$ cat config.mk
export PLATFORM = sky130hd
export DESIGN_NAME = crc8_checked_frame_receiver_fifo_top
export DESIGN_NICKNAME = d
export VERILOG_FILES = /design/src/rtl/crc8cfr_pkg.sv /design/src/rtl/crc8cfr_msg_ram.sv /design/src/rtl/crc8cfr_frame_asm.sv /design/src/rtl/crc8_checked_frame_receiver_fifo_top.sv
export VERILOG_INCLUDE_DIRS = /design/src /design/src/rtl
export SDC_FILE = /design/constraint.sdc
export NUM_CORES = 2
export LEC_CHECK = 0
export ABC_AREA = 1
export BUFFER_PORTS_ARGS = -buffer_cell sky130_fd_sc_hd__buf_2
export CAP_MARGIN = 20
export CORE_ASPECT_RATIO = 0.75
export CORE_MARGIN = 2
export CORE_UTILIZATION = 25
export DETAILED_ROUTE_END_ITERATION = 6
export PLACE_DENSITY_LB_ADDON = 0.2
export SLEW_MARGIN = 20
export SYNTH_ARGS = -nofsm -noshare
export SYNTH_HDL_FRONTEND = slang
export SYNTH_SLANG_ARGS = --single-unit
$ cat constraint.sdc
create_clock -name clk -period 6.8 [get_ports clk]
set_input_delay 1.36 -clock clk [delete_from_list [all_inputs] [get_ports clk]]
set_output_delay 1.36 -clock clk [all_outputs]
set_load 0.1 [all_outputs]
$ cat src/rtl/crc8_checked_frame_receiver_fifo_top_defines.svh
// Assertion macros shared by the frame receiver RTL.
`ifndef CRC8_CHECKED_FRAME_RECEIVER_FIFO_TOP_DEFINES_SVH
`define CRC8_CHECKED_FRAME_RECEIVER_FIFO_TOP_DEFINES_SVH

// Same-cycle implication under an active-low reset.
`define CFR_ASSERT_IMP(lbl, clk, rst_n, ante, cons, msg) \
    lbl: assert property (@(posedge clk) disable iff (!rst_n) (ante) |-> (cons)) \
        else $error(msg);

// Next-cycle implication under an active-low reset.
`define CFR_ASSERT_NXT(lbl, clk, rst_n, ante, cons, msg) \
    lbl: assert property (@(posedge clk) disable iff (!rst_n) (ante) |=> (cons)) \
        else $error(msg);

`endif

$ cat src/rtl/crc8cfr_pkg.sv
// Package with types, constants and the CRC-8 step for the frame receiver.
package crc8cfr_pkg;

    localparam int FRAME_BYTES    = 11;
    localparam int POS_W          = 4;
    localparam int FIFO_DEPTH_DEF = 16;
    localparam int CNT_OUT_W      = 5;
    localparam int STAT_W         = 16;
    localparam int OUT_W          = 128;

    localparam logic [7:0]        CRC_POLY = 8'h1D;
    localparam logic [7:0]        CRC_TOP  = 8'h80;
    localparam logic [STAT_W-1:0] CNT_MAX  = 16'hFFFF;

    typedef struct packed {
        logic [7:0]  check_byte;
        logic [31:0] payload;
        logic [31:0] timestamp;
        logic [7:0]  msg_id;
        logic [7:0]  node;
    } msg_t;

    typedef struct packed {
        logic load;
        logic pad;
        logic clear;
    } frm_ctrl_t;

    typedef struct packed {
        logic full;
        logic crc_ok;
    } frm_stat_t;

    typedef enum logic [1:0] {
        ST_IDLE,
        ST_PAD,
        ST_FINISH,
        ST_EMIT
    } state_t;

    function automatic logic [7:0] crc8_byte(input logic [7:0] crc, input logic [7:0] b);
        logic [7:0] c;
        c = crc ^ b;
        for (int k = 0; k < 8; k++)
        begin
            if ((c & CRC_TOP) != 8'h00)
            begin
                c = (c << 1) ^ CRC_POLY;
            end
            else
            begin
                c = c << 1;
            end
        end
        return c;
    endfunction

endpackage

$ cat src/rtl/crc8cfr_msg_ram.sv
// Synchronous single-port-write, single-port-read message memory.
module crc8cfr_msg_ram #(
    parameter int DEPTH = 16,
    parameter int WIDTH = 88
) (
    input  logic                     clk,
    input  logic                     wr_en,
    input  logic [$clog2(DEPTH)-1:0] wr_addr,
    input  logic [WIDTH-1:0]         wr_data,
    input  logic                     rd_en,
    input  logic [$clog2(DEPTH)-1:0] rd_addr,
    output logic [WIDTH-1:0]         rd_data
);

    logic [WIDTH-1:0] mem [DEPTH];
    logic [WIDTH-1:0] rd_data_reg;

    always_ff @(posedge clk)
    begin
        if (wr_en)
        begin
            mem[wr_addr] <= wr_data;
        end
    end

    always_ff @(posedge clk)
    begin
        if (rd_en)
        begin
            rd_data_reg <= mem[rd_addr];
        end
    end

    assign rd_data = rd_data_reg;

endmodule

$ cat src/rtl/crc8cfr_frame_asm.sv
// Frame byte collector with running CRC-8 and zero padding.
`include "crc8_checked_frame_receiver_fifo_top_defines.svh"

module crc8cfr_frame_asm (
    input  logic                   clk,
    input  logic                   rst_n,
    input  crc8cfr_pkg::frm_ctrl_t ctrl,
    input  logic [7:0]             rx_byte,
    output crc8cfr_pkg::frm_stat_t stat,
    output crc8cfr_pkg::msg_t      msg
);
    import crc8cfr_pkg::*;

    logic [7:0]       byte_reg [FRAME_BYTES];
    logic [POS_W-1:0] pos_reg;
    logic [7:0]       crc_reg;
    logic             room;

    assign room = (pos_reg < POS_W'(FRAME_BYTES));

    always_ff @(posedge clk or negedge rst_n)
    begin
        if (!rst_n)
        begin
            pos_reg <= '0;
            crc_reg <= '0;
            for (int i = 0; i < FRAME_BYTES; i++)
            begin
                byte_reg[i] <= '0;
            end
        end
        else if (ctrl.clear)
        begin
            pos_reg <= '0;
            crc_reg <= '0;
            for (int i = 0; i < FRAME_BYTES; i++)
            begin
                byte_reg[i] <= '0;
            end
        end
        else if (ctrl.load && room)
        begin
            pos_reg <= pos_reg + 1'b1;
            crc_reg <= crc8_byte(crc_reg, rx_byte);
            for (int i = 0; i < FRAME_BYTES; i++)
            begin
                if (pos_reg == POS_W'(i))
                begin
                    byte_reg[i] <= rx_byte;
                end
            end
        end
        else if (ctrl.pad && room)
        begin
            pos_reg <= pos_reg + 1'b1;
            crc_reg <= crc8_byte(crc_reg, 8'h00);
        end
    end

    assign stat.full   = !room;
    assign stat.crc_ok = (crc_reg == 8'h00);

    assign msg.node       = byte_reg[0];
    assign msg.msg_id     = byte_reg[1];
    assign msg.timestamp  = {byte_reg[5], byte_reg[4], byte_reg[3], byte_reg[2]};
    assign msg.payload    = {byte_reg[9], byte_reg[8], byte_reg[7], byte_reg[6]};
    assign msg.check_byte = byte_reg[10];

    `CFR_ASSERT_IMP(a_pos_in_range, clk, rst_n, 1'b1, pos_reg <= POS_W'(FRAME_BYTES), "frame position beyond frame length")
    `CFR_ASSERT_NXT(a_clear_resets, clk, rst_n, ctrl.clear, (pos_reg == '0) && (crc_reg == 8'h00), "frame state not cleared")

endmodule

$ cat src/rtl/crc8_checked_frame_receiver_fifo_top.sv
// Top level of the CRC-8 checked frame receiver with message FIFO.
//
//  Channel   Direction  tdata                          tuser      tlast
//  s_axis    in         rx_byte                        func       frame_end
//  m_axis    out        message fields and counters    msg_valid  none
//
// A byte word without the end mark, and a pop, pass through accept and emit.
// A word with the end mark passes through accept, pad, finish and emit: the pad
// sequencer runs one CRC byte per cycle up to 11 bytes.
// Reset clears all control state; the message memory needs no clearing pass.
// A stalled output holds its word while the next input word is already accepted.
`include "crc8_checked_frame_receiver_fifo_top_defines.svh"

module crc8_checked_frame_receiver_fifo_top #(
    parameter int FIFO_DEPTH = crc8cfr_pkg::FIFO_DEPTH_DEF
) (
    input  logic                          clk,
    input  logic                          rst_n,
    input  logic                          s_axis_tvalid,
    output logic                          s_axis_tready,
    input  logic [7:0]                    s_axis_tdata,  // rx_byte
    input  logic                          s_axis_tuser,  // func
    input  logic                          s_axis_tlast,  // frame_end
    output logic                          m_axis_tvalid,
    input  logic                          m_axis_tready,
    // node, msg_id, timestamp, payload, check_byte, fifo_count,
    // invalid_count, overflow_count, zero fill
    output logic [crc8cfr_pkg::OUT_W-1:0] m_axis_tdata,
    output logic                          m_axis_tuser   // msg_valid
);
    import crc8cfr_pkg::*;

    localparam int PTR_W = $clog2(FIFO_DEPTH);
    localparam int CNT_W = $clog2(FIFO_DEPTH + 1);
    localparam int MSG_W = $bits(msg_t);
    localparam int FILL_W = OUT_W - MSG_W - CNT_OUT_W - 2 * STAT_W;

    state_t state_reg, state_next;

    frm_ctrl_t frm_ctrl;
    frm_stat_t frm_stat;
    msg_t      frm_msg;
    msg_t      ram_rd_data;
    msg_t      emit_msg;

    logic in_acc;
    logic ram_wr;
    logic ram_rd;
    logic emit_go;

    logic [PTR_W-1:0]  head_reg, head_next;
    logic [PTR_W-1:0]  tail_reg, tail_next;
    logic [CNT_W-1:0]  count_reg, count_next;
    logic [STAT_W-1:0] bad_reg, bad_next;
    logic [STAT_W-1:0] drop_reg, drop_next;
    logic              hit_reg, hit_next;
    logic              m_valid_reg, m_valid_next;
    logic [OUT_W-1:0]  m_data_reg, m_data_next;
    logic              m_user_reg, m_user_next;

    crc8cfr_frame_asm u_frame (
        .clk     (clk),
        .rst_n   (rst_n),
        .ctrl    (frm_ctrl),
        .rx_byte (s_axis_tdata),
        .stat    (frm_stat),
        .msg     (frm_msg)
    );

    crc8cfr_msg_ram #(
        .DEPTH (FIFO_DEPTH),
        .WIDTH (MSG_W)
    ) u_ram (
        .clk     (clk),
        .wr_en   (ram_wr),
        .wr_addr (head_reg),
        .wr_data (frm_msg),
        .rd_en   (ram_rd),
        .rd_addr (tail_reg),
        .rd_data (ram_rd_data)
    );

    always_comb
    begin
        state_next = state_reg;
        unique case (state_reg)
            ST_IDLE:
            begin
                if (in_acc)
                begin
                    state_next = (!s_axis_tuser && s_axis_tlast) ? ST_PAD : ST_EMIT;
                end
            end
            ST_PAD:
            begin
                if (frm_stat.full)
                begin
                    state_next = ST_FINISH;
                end
            end
            ST_FINISH:
            begin
                state_next = ST_EMIT;
            end
            ST_EMIT:
            begin
                if (emit_go)
                begin
                    state_next = ST_IDLE;
                end
            end
            default:
            begin
                state_next = ST_IDLE;
            end
        endcase
    end

    always_comb
    begin
        s_axis_tready  = (state_reg == ST_IDLE);
        in_acc         = s_axis_tvalid && s_axis_tready;
        frm_ctrl.load  = in_acc && !s_axis_tuser;
        frm_ctrl.pad   = (state_reg == ST_PAD) && !frm_stat.full;
        frm_ctrl.clear = (state_reg == ST_FINISH);
        ram_rd         = in_acc && s_axis_tuser && (count_reg != '0);
        ram_wr         = (state_reg == ST_FINISH) && frm_stat.crc_ok
                         && (count_reg != CNT_W'(FIFO_DEPTH));
        emit_go        = (state_reg == ST_EMIT) && (!m_valid_reg || m_axis_tready);
    end

    always_comb
    begin
        head_next  = head_reg;
        tail_next  = tail_reg;
        count_next = count_reg;
        bad_next   = bad_reg;
        drop_next  = drop_reg;
        hit_next   = in_acc ? ram_rd : hit_reg;

        if (ram_rd)
        begin
            tail_next  = (tail_reg == PTR_W'(FIFO_DEPTH - 1)) ? '0 : tail_reg + 1'b1;
            count_next = count_reg - 1'b1;
        end

        if (state_reg == ST_FINISH)
        begin
            if (!frm_stat.crc_ok)
            begin
                if (bad_reg != CNT_MAX)
                begin
                    bad_next = bad_reg + 1'b1;
                end
            end
            else if (!ram_wr)
            begin
                if (drop_reg != CNT_MAX)
                begin
                    drop_next = drop_reg + 1'b1;
                end
            end
            else
            begin
                head_next  = (head_reg == PTR_W'(FIFO_DEPTH - 1)) ? '0 : head_reg + 1'b1;
                count_next = count_reg + 1'b1;
            end
        end
    end

    always_comb
    begin
        emit_msg     = hit_reg ? ram_rd_data : '0;
        m_valid_next = m_valid_reg;
        m_data_next  = m_data_reg;
        m_user_next  = m_user_reg;
        if (m_valid_reg && m_axis_tready)
        begin
            m_valid_next = 1'b0;
        end
        if (emit_go)
        begin
            m_valid_next = 1'b1;
            m_data_next  = {{FILL_W{1'b0}}, drop_reg, bad_reg, CNT_OUT_W'(count_reg), emit_msg};
            m_user_next  = hit_reg;
        end
    end

    always_ff @(posedge clk or negedge rst_n)
    begin
        if (!rst_n)
        begin
            state_reg   <= ST_IDLE;
            head_reg    <= '0;
            tail_reg    <= '0;
            count_reg   <= '0;
            bad_reg     <= '0;
            drop_reg    <= '0;
            hit_reg     <= 1'b0;
            m_valid_reg <= 1'b0;
        end
        else
        begin
            state_reg   <= state_next;
            head_reg    <= head_next;
            tail_reg    <= tail_next;
            count_reg   <= count_next;
            bad_reg     <= bad_next;
            drop_reg    <= drop_next;
            hit_reg     <= hit_next;
            m_valid_reg <= m_valid_next;
        end
    end

    always_ff @(posedge clk)
    begin
        m_data_reg <= m_data_next;
        m_user_reg <= m_user_next;
    end

    assign m_axis_tvalid = m_valid_reg;
    assign m_axis_tdata  = m_data_reg;
    assign m_axis_tuser  = m_user_reg;

    `CFR_ASSERT_IMP(a_no_rw_overlap, clk, rst_n, ram_wr, !ram_rd, "memory read and write in one cycle")
    `CFR_ASSERT_IMP(a_count_bound, clk, rst_n, 1'b1, count_reg <= CNT_W'(FIFO_DEPTH), "message count above depth")
    `CFR_ASSERT_IMP(a_empty_ptrs, clk, rst_n, count_reg == '0, head_reg == tail_reg, "empty queue with unequal pointers")
    `CFR_ASSERT_NXT(a_pop_count, clk, rst_n, ram_rd, count_reg == $past(count_reg) - 1'b1, "pop did not lower the count")

endmodule
==> Word level (Yosys, flattened, before mapping) <==
Memories as Yosys holds them, arrays and structs flattened. A register that Yosys moved wholly into a read port is not among the register bits.
Index checks and enable logic that the tools add are counted.
{ "totals": {"memories": 1, "output_inout_bits": 131, "in_bits": 14, "mem_bits_rw": 1408, "word_cells": 206, "regBits": 275} }
{ "mem_list": {"columns": ["memory", "words", "word_bits", "read_ports", "rd_ports_with_merged_regs", "wr", "line_no", "rtl"], "rows": [
  ["u_ram.mem", 16, 88, 1, 1, 1, "crc8cfr_msg_ram.sv:15", "logic [WIDTH-1:0] mem [DEPTH];"]
]} }
{ "classes": {"n_mux": 85, "n_eq_ne": 21, "reduce_logical": 48, "addsub": 7, "n_lt_le_gt_ge": 1, "bitwise": 19} }
{ "op_table": {"columns": ["cell", "n"], "rows": [
  ["2-to-1 mux 8 bit", 49],
  ["2-to-1 mux 88 bit", 2],
  ["2-to-1 mux 5 bit", 20],
  ["inverter 4 bit", 16],
  ["adder 16 x 1 -> 16 bit (second input constant)", 2],
  ["!= test 16 bit (second input constant)", 2],
  ["nonzero test 2 bit", 13],
  ["AND reduction 2 bit", 11],
  ["== test 4 bit (second input constant)", 5],
  ["2-to-1 mux 4 bit", 5],
  ["== test 4 x 3 -> 1 bit (second input constant)", 4],
  ["adder 4 x 1 -> 4 bit (second input constant)", 3],
  ["logical AND 1 bit", 12],
  ["AND reduction 3 bit", 3],
  ["== test 4 x 2 -> 1 bit (second input constant)", 2],
  ["zero test 8 bit", 1],
  ["2-to-1 mux 2 bit", 4],
  ["one-hot mux 2 bit (4 select lines)", 1],
  ["bitwise XOR 8 bit", 1],
  ["adder 5 x 1 -> 5 bit (second input constant)", 1],
  ["!= test 5 bit (second input constant)", 1],
  ["nonzero test 5 bit", 1],
  ["subtractor 5 x 1 -> 5 bit (second input constant)", 1],
  ["== test 2 bit (second input constant)", 2],
  ["13 further kinds", 19]
]} }

==> Depth between registers and ports, before layout <==
{ "logic_depth": {"word_depth": 41, "ltp_mapped": 15, "mapped_depth_nobuf": 14} }

==> Cells and area by module <==
Synthesis repeated with hierarchy kept, for this count alone.
{ "unflattened": {"cells_unflattened": 7086, "hier_area_um2": 75273.4} }
{ "by_module_without_submodules": {"columns": ["mod", "cells_each", "instances", "area_each_um2"], "rows": [
  ["crc8cfr_msg_ram", 5778, 1, 62585.0],
  ["crc8_checked_frame_receiver_fifo_top", 742, 1, 7571.0],
  ["crc8cfr_frame_asm", 566, 1, 5117.4]
]} }

==> Worst setup path before layout <==
OpenSTA, ideal clock, no wires.
{ "synth_timing": {"kind": "input to register", "start": "input port m_axis_tready", "end": "register m_data_reg[0], in the netlist m_axis_tdata[0] (enable)", "slack_ns": -1.287, "t_required_ns": 6.148, "setup_ns": 0.652, "t_arrival_ns": 7.434, "cell_stages": 2, "path_cell_list": "inv_1 a21oi_1"} }
{ "synth_between": {"elab_chain_len": 2} }
{ "synth_lines": {"columns": ["element", "line_no", "rtl"], "rows": [
  ["start, declared", "crc8_checked_frame_receiver_fifo_top.sv:25", "input logic m_axis_tready,"],
  ["logical OR 1 bit", "crc8_checked_frame_receiver_fifo_top.sv:129", "emit_go = (state_reg == ST_EMIT) && (!m_valid_reg || m_axis_tready);"],
  ["logical AND 1 bit", "crc8_checked_frame_receiver_fifo_top.sv:129", null],
  ["net emit_go", "crc8_checked_frame_receiver_fifo_top.sv:49", "logic emit_go;"],
  ["end signal, assigned", "crc8_checked_frame_receiver_fifo_top.sv:217", "m_data_reg <= m_data_next;"],
  ["end, declared", "crc8_checked_frame_receiver_fifo_top.sv:58", "logic [OUT_W-1:0] m_data_reg, m_data_next;"]
]} }
The timed path passes the listed nets, and every way through them passes these cells.
A chain may end at the register's enable or synchronous reset.

==> Worst setup path after layout <==
{ "layout_timing": {"start": "register state_reg[0]", "end": "memory u_ram.mem[14][31] (enable)"} }
{ "layout_between": {"elab_chain_len": 5} }
{ "layout_lines": {"columns": ["element", "line_no", "rtl"], "rows": [
  ["start, declared", "crc8_checked_frame_receiver_fifo_top.sv:38", "state_t state_reg, state_next;"],
  ["start signal, assigned", "crc8_checked_frame_receiver_fifo_top.sv:204", "state_reg <= state_next;"],
  ["== test 2 bit", "crc8_checked_frame_receiver_fifo_top.sv:127", "ram_wr = (state_reg == ST_FINISH) && frm_stat.crc_ok"],
  ["logical AND 1 bit", "crc8_checked_frame_receiver_fifo_top.sv:127", null],
  ["logical AND 1 bit", "crc8_checked_frame_receiver_fifo_top.sv:128", "&& (count_reg != CNT_W'(FIFO_DEPTH));"],
  ["2-to-1 mux 1 bit", "crc8cfr_msg_ram.sv:20", "if (wr_en)"],
  ["2-to-1 mux 1 bit (implied by the code)", "crc8cfr_msg_ram.sv:22", "mem[wr_addr] <= wr_data;"],
  ["end, declared", "crc8cfr_msg_ram.sv:15", null]
]} }
No other way between the ends.

==> results.ini <==
[status]
status = finished, final reports clean

[detailed_routing]
vias_per_cell = 4.62
drt-initial-drc-count = 3272
totalWireLength_um = 200000
drcViolationCount = 0
wl_per_cell_um = 22.7
first_pass_iters = 7
drtAntennaViolNets = 0
num_vias = 40600

[placement]
hpwl_um = 104000
place.gp.congestion = 0.752
dpl_cell_area_um2 = 73600
io_buffers = 141

[sta]
whs_ns = 0.451
skew_ns = 0.0641
slew_headroom_pct = 23.8
drv_slew = 0
hold_violations = 0
setup_tns_ns = 0
tightest_slew_ns = 1.14
max_freq_mhz = 261
period_needed_ns = 3.83
finalSetupViolCount = 0
rsz0062_at_grt = false
finalCritPeriodShare_pct = 56.3

[synth]
ys_top_cells_by_area = edfxtp_1 (71%), dfrtp_1 (5.4%), nor2_1 (4.5%)
synth_common_cells = edfxtp_1 (1622), nor2_1 (829), nand2_1 (503)
yosysSeqAreaShare_pct = 76.2
ys.flop_type = edfxtp_1
yosys.area.top_type = edfxtp_1
ys_types = 46
netlist_area_um2 = 68800
yosysWarnings = 0
synth.avg_cell_area_um2 = 13.9
synth_edf_count = 1622
synth-seq-cells = 1771
synth_most_common_cell = edfxtp_1
synth_cells = 4936
synth_top_area_share_pct = 70.8
synthArstFlopShare_pct = 8.41

[hold_path]
hold_path_startpoint = drop_reg[15]
holdCritPathClass = reg2reg

[layout]
top_register = u_ram.mem
fillers = 27500
post-route-util_pct = 29.0
multi_input_area_um2 = 14500
syn2layout_area_growth_pct = 15.1
finalNetCount = 5055
drive_gt1_share_pct = 9.80
fin_area_um2 = 79300
regArea_um2 = 52500
largest_reg_flops = 1408

[die]
start_util_pct = 25.2
die_h_um = 458
fp-row-count = 166
die_x_um = 610
core_um2 = 273000
die_area_um2 = 280000
ios = 145

[clock_tree]
h-tree-depth = 4
max-clock-path-buffers = 4
cts_resized = 0
cts_hold_buf = 0
cts_inserted_buffers = 185
cts_tree = built
cts.sinks = 1771
post-cts-setup-buffers = 0
clock-root-buffer = clkbuf_16
path_clk_slew_ns = 0.06
clock_latency_ns = 0.87

[power_and_ir_drop]
finalPower_uw = 35200
switchingPower_uw = 13500
p_int_uw = 21700
power_leakage_uw = 0.0268
clkPwrFrac_pct = 27.6
ir_drop_mv = 0.330
seq_power_share_pct = 44.0
p_comb_share_pct = 28.4
swShare_pct = 38.3
p_per_area_nw_per_um2 = 444

[global_routing]
grt_max_degree = 191
grt_pass1_wl_um = 290000
grt_overflow_total = 0
grt_antenna_before_repair = 10
grt_usage_pct = 13.9
grt_pass1_vias = 39600

[run]
maxCapViolCount = 0

[worst_setup_path]
critical_path.cell_chain = inv_1 > ha_1 > inv_2 > nor2_1 > nand2_2 > clkinv_2 > nand2_1 > nor2_4 > buf_12
cp.arrival_ns = 4.26
critPathMaxStageDelay_ns = 0.77
critical_path_required_ns = 7.23
critPathLaunch = state_reg[0]
end_kind = flip-flop
crit_fanout = 69
cp-start-kind = flip-flop
reg2reg_from = state_reg[0]
crit_type = reg2reg
cp_slowest_cell = nor2_4

==> logic make-up (layout without fill, tap and decap cells) <==
kind of cell / after synthesis / after routing / share of synthesized area, %
mux: 147 / 147 / 2.14
fa+ha+maj: 18 / 18 / 0.327
compound gates: 895 / 895 / 8.61
buf+inv: 484 / 709 / 2.98
xor+xnor: 48 / 48 / 0.611
other cells: 1 / 5 / 0.00545
flops: 1771 / 1771 / 76.2
simple gates: 1572 / 1572 / 9.15
==> area by class of cell <==
type                       count  area share, %
clock inverter                77          0.736
sequential                  1771           66.2
inverter                     184          0.908
antenna                        2        0.00631
timing repair buffer         198           1.84
clock buffer                 250           6.34
tap                         3612           5.70
multi-input combinational   2683           18.3
==> power groups by stage <==
stage,sequential (µW),clock [µW],combinational [µW]
after floorplan,16300,0,5680
after global placement,15800,0,10200
after detailed placement,15800,0,10100
after CTS,15600,10000,10200
after global routing,15700,10400,10900
final,15500,9710,9970
==> cells in the final DEF, fill, tap and decap left out, drive strengths merged <==
cell and instances:
a211oi 1, conb 3, nor2 834, nand3 190, nand2 515, mux2 4, or2 2, clkinv 67
a21oi 16, clkbuf 251, bufinv 7, inv 185, o211ai 36, and2 2, diode 2, xor2 35
buf 197, a31oi 2, clkinvlp 2, mux2i 143, dfrtp 149, nor3 16, ha 18, o21ai 487
xnor2 13, nor4 3, o221ai 143, o32ai 209, edfxtp 1622, nand3b 3, nand4 7, o31ai 1
==> per-layer routing <==
layer  vias up  GRT usage (%)  routed length (µm)
met5         -              0                  12
met4         2           2.86                3720
met3       252           1.99                8740
met2       874           21.5               89500
met1     21000           20.7               97600
li1      18400              -                   -
==> stage by stage <==
step | cells | worst slack (ns)
6_report | 8777 | 2.97
3_3_place_gp | 8445 | 2.75
3_5_place_dp | 8447 | 2.80
5_1_grt | 8775 | 2.65
4_1_cts | 8774 | 2.89
2_1_floorplan | 4938 | 1.27
==> worst max-delay path, delay by kind of cell, from the launching register on <==
kind                     cells  cell delay, ns
flip-flops                   1            0.41
AND/OR/NAND/NOR              4            1.40
buffers and inverters        4            1.07
adder cells (fa/ha/maj)      1            0.44
==> path summary, 6_finish.rpt <==
check                               endpoint  slack [ns]  cells past startpoint
max                        u_ram.mem[14][31]        2.97                      9
min reg2reg                m_axis_tdata[124]        0.45                      0
max in group asynchronous    u_frame.msg[50]        4.83                      3
max reg2reg                u_ram.mem[14][31]        2.97                      9
min                        m_axis_tdata[124]        0.45                      0
min in group asynchronous         bad_reg[8]        0.49                      1
(Power assumes the default switching activity.)
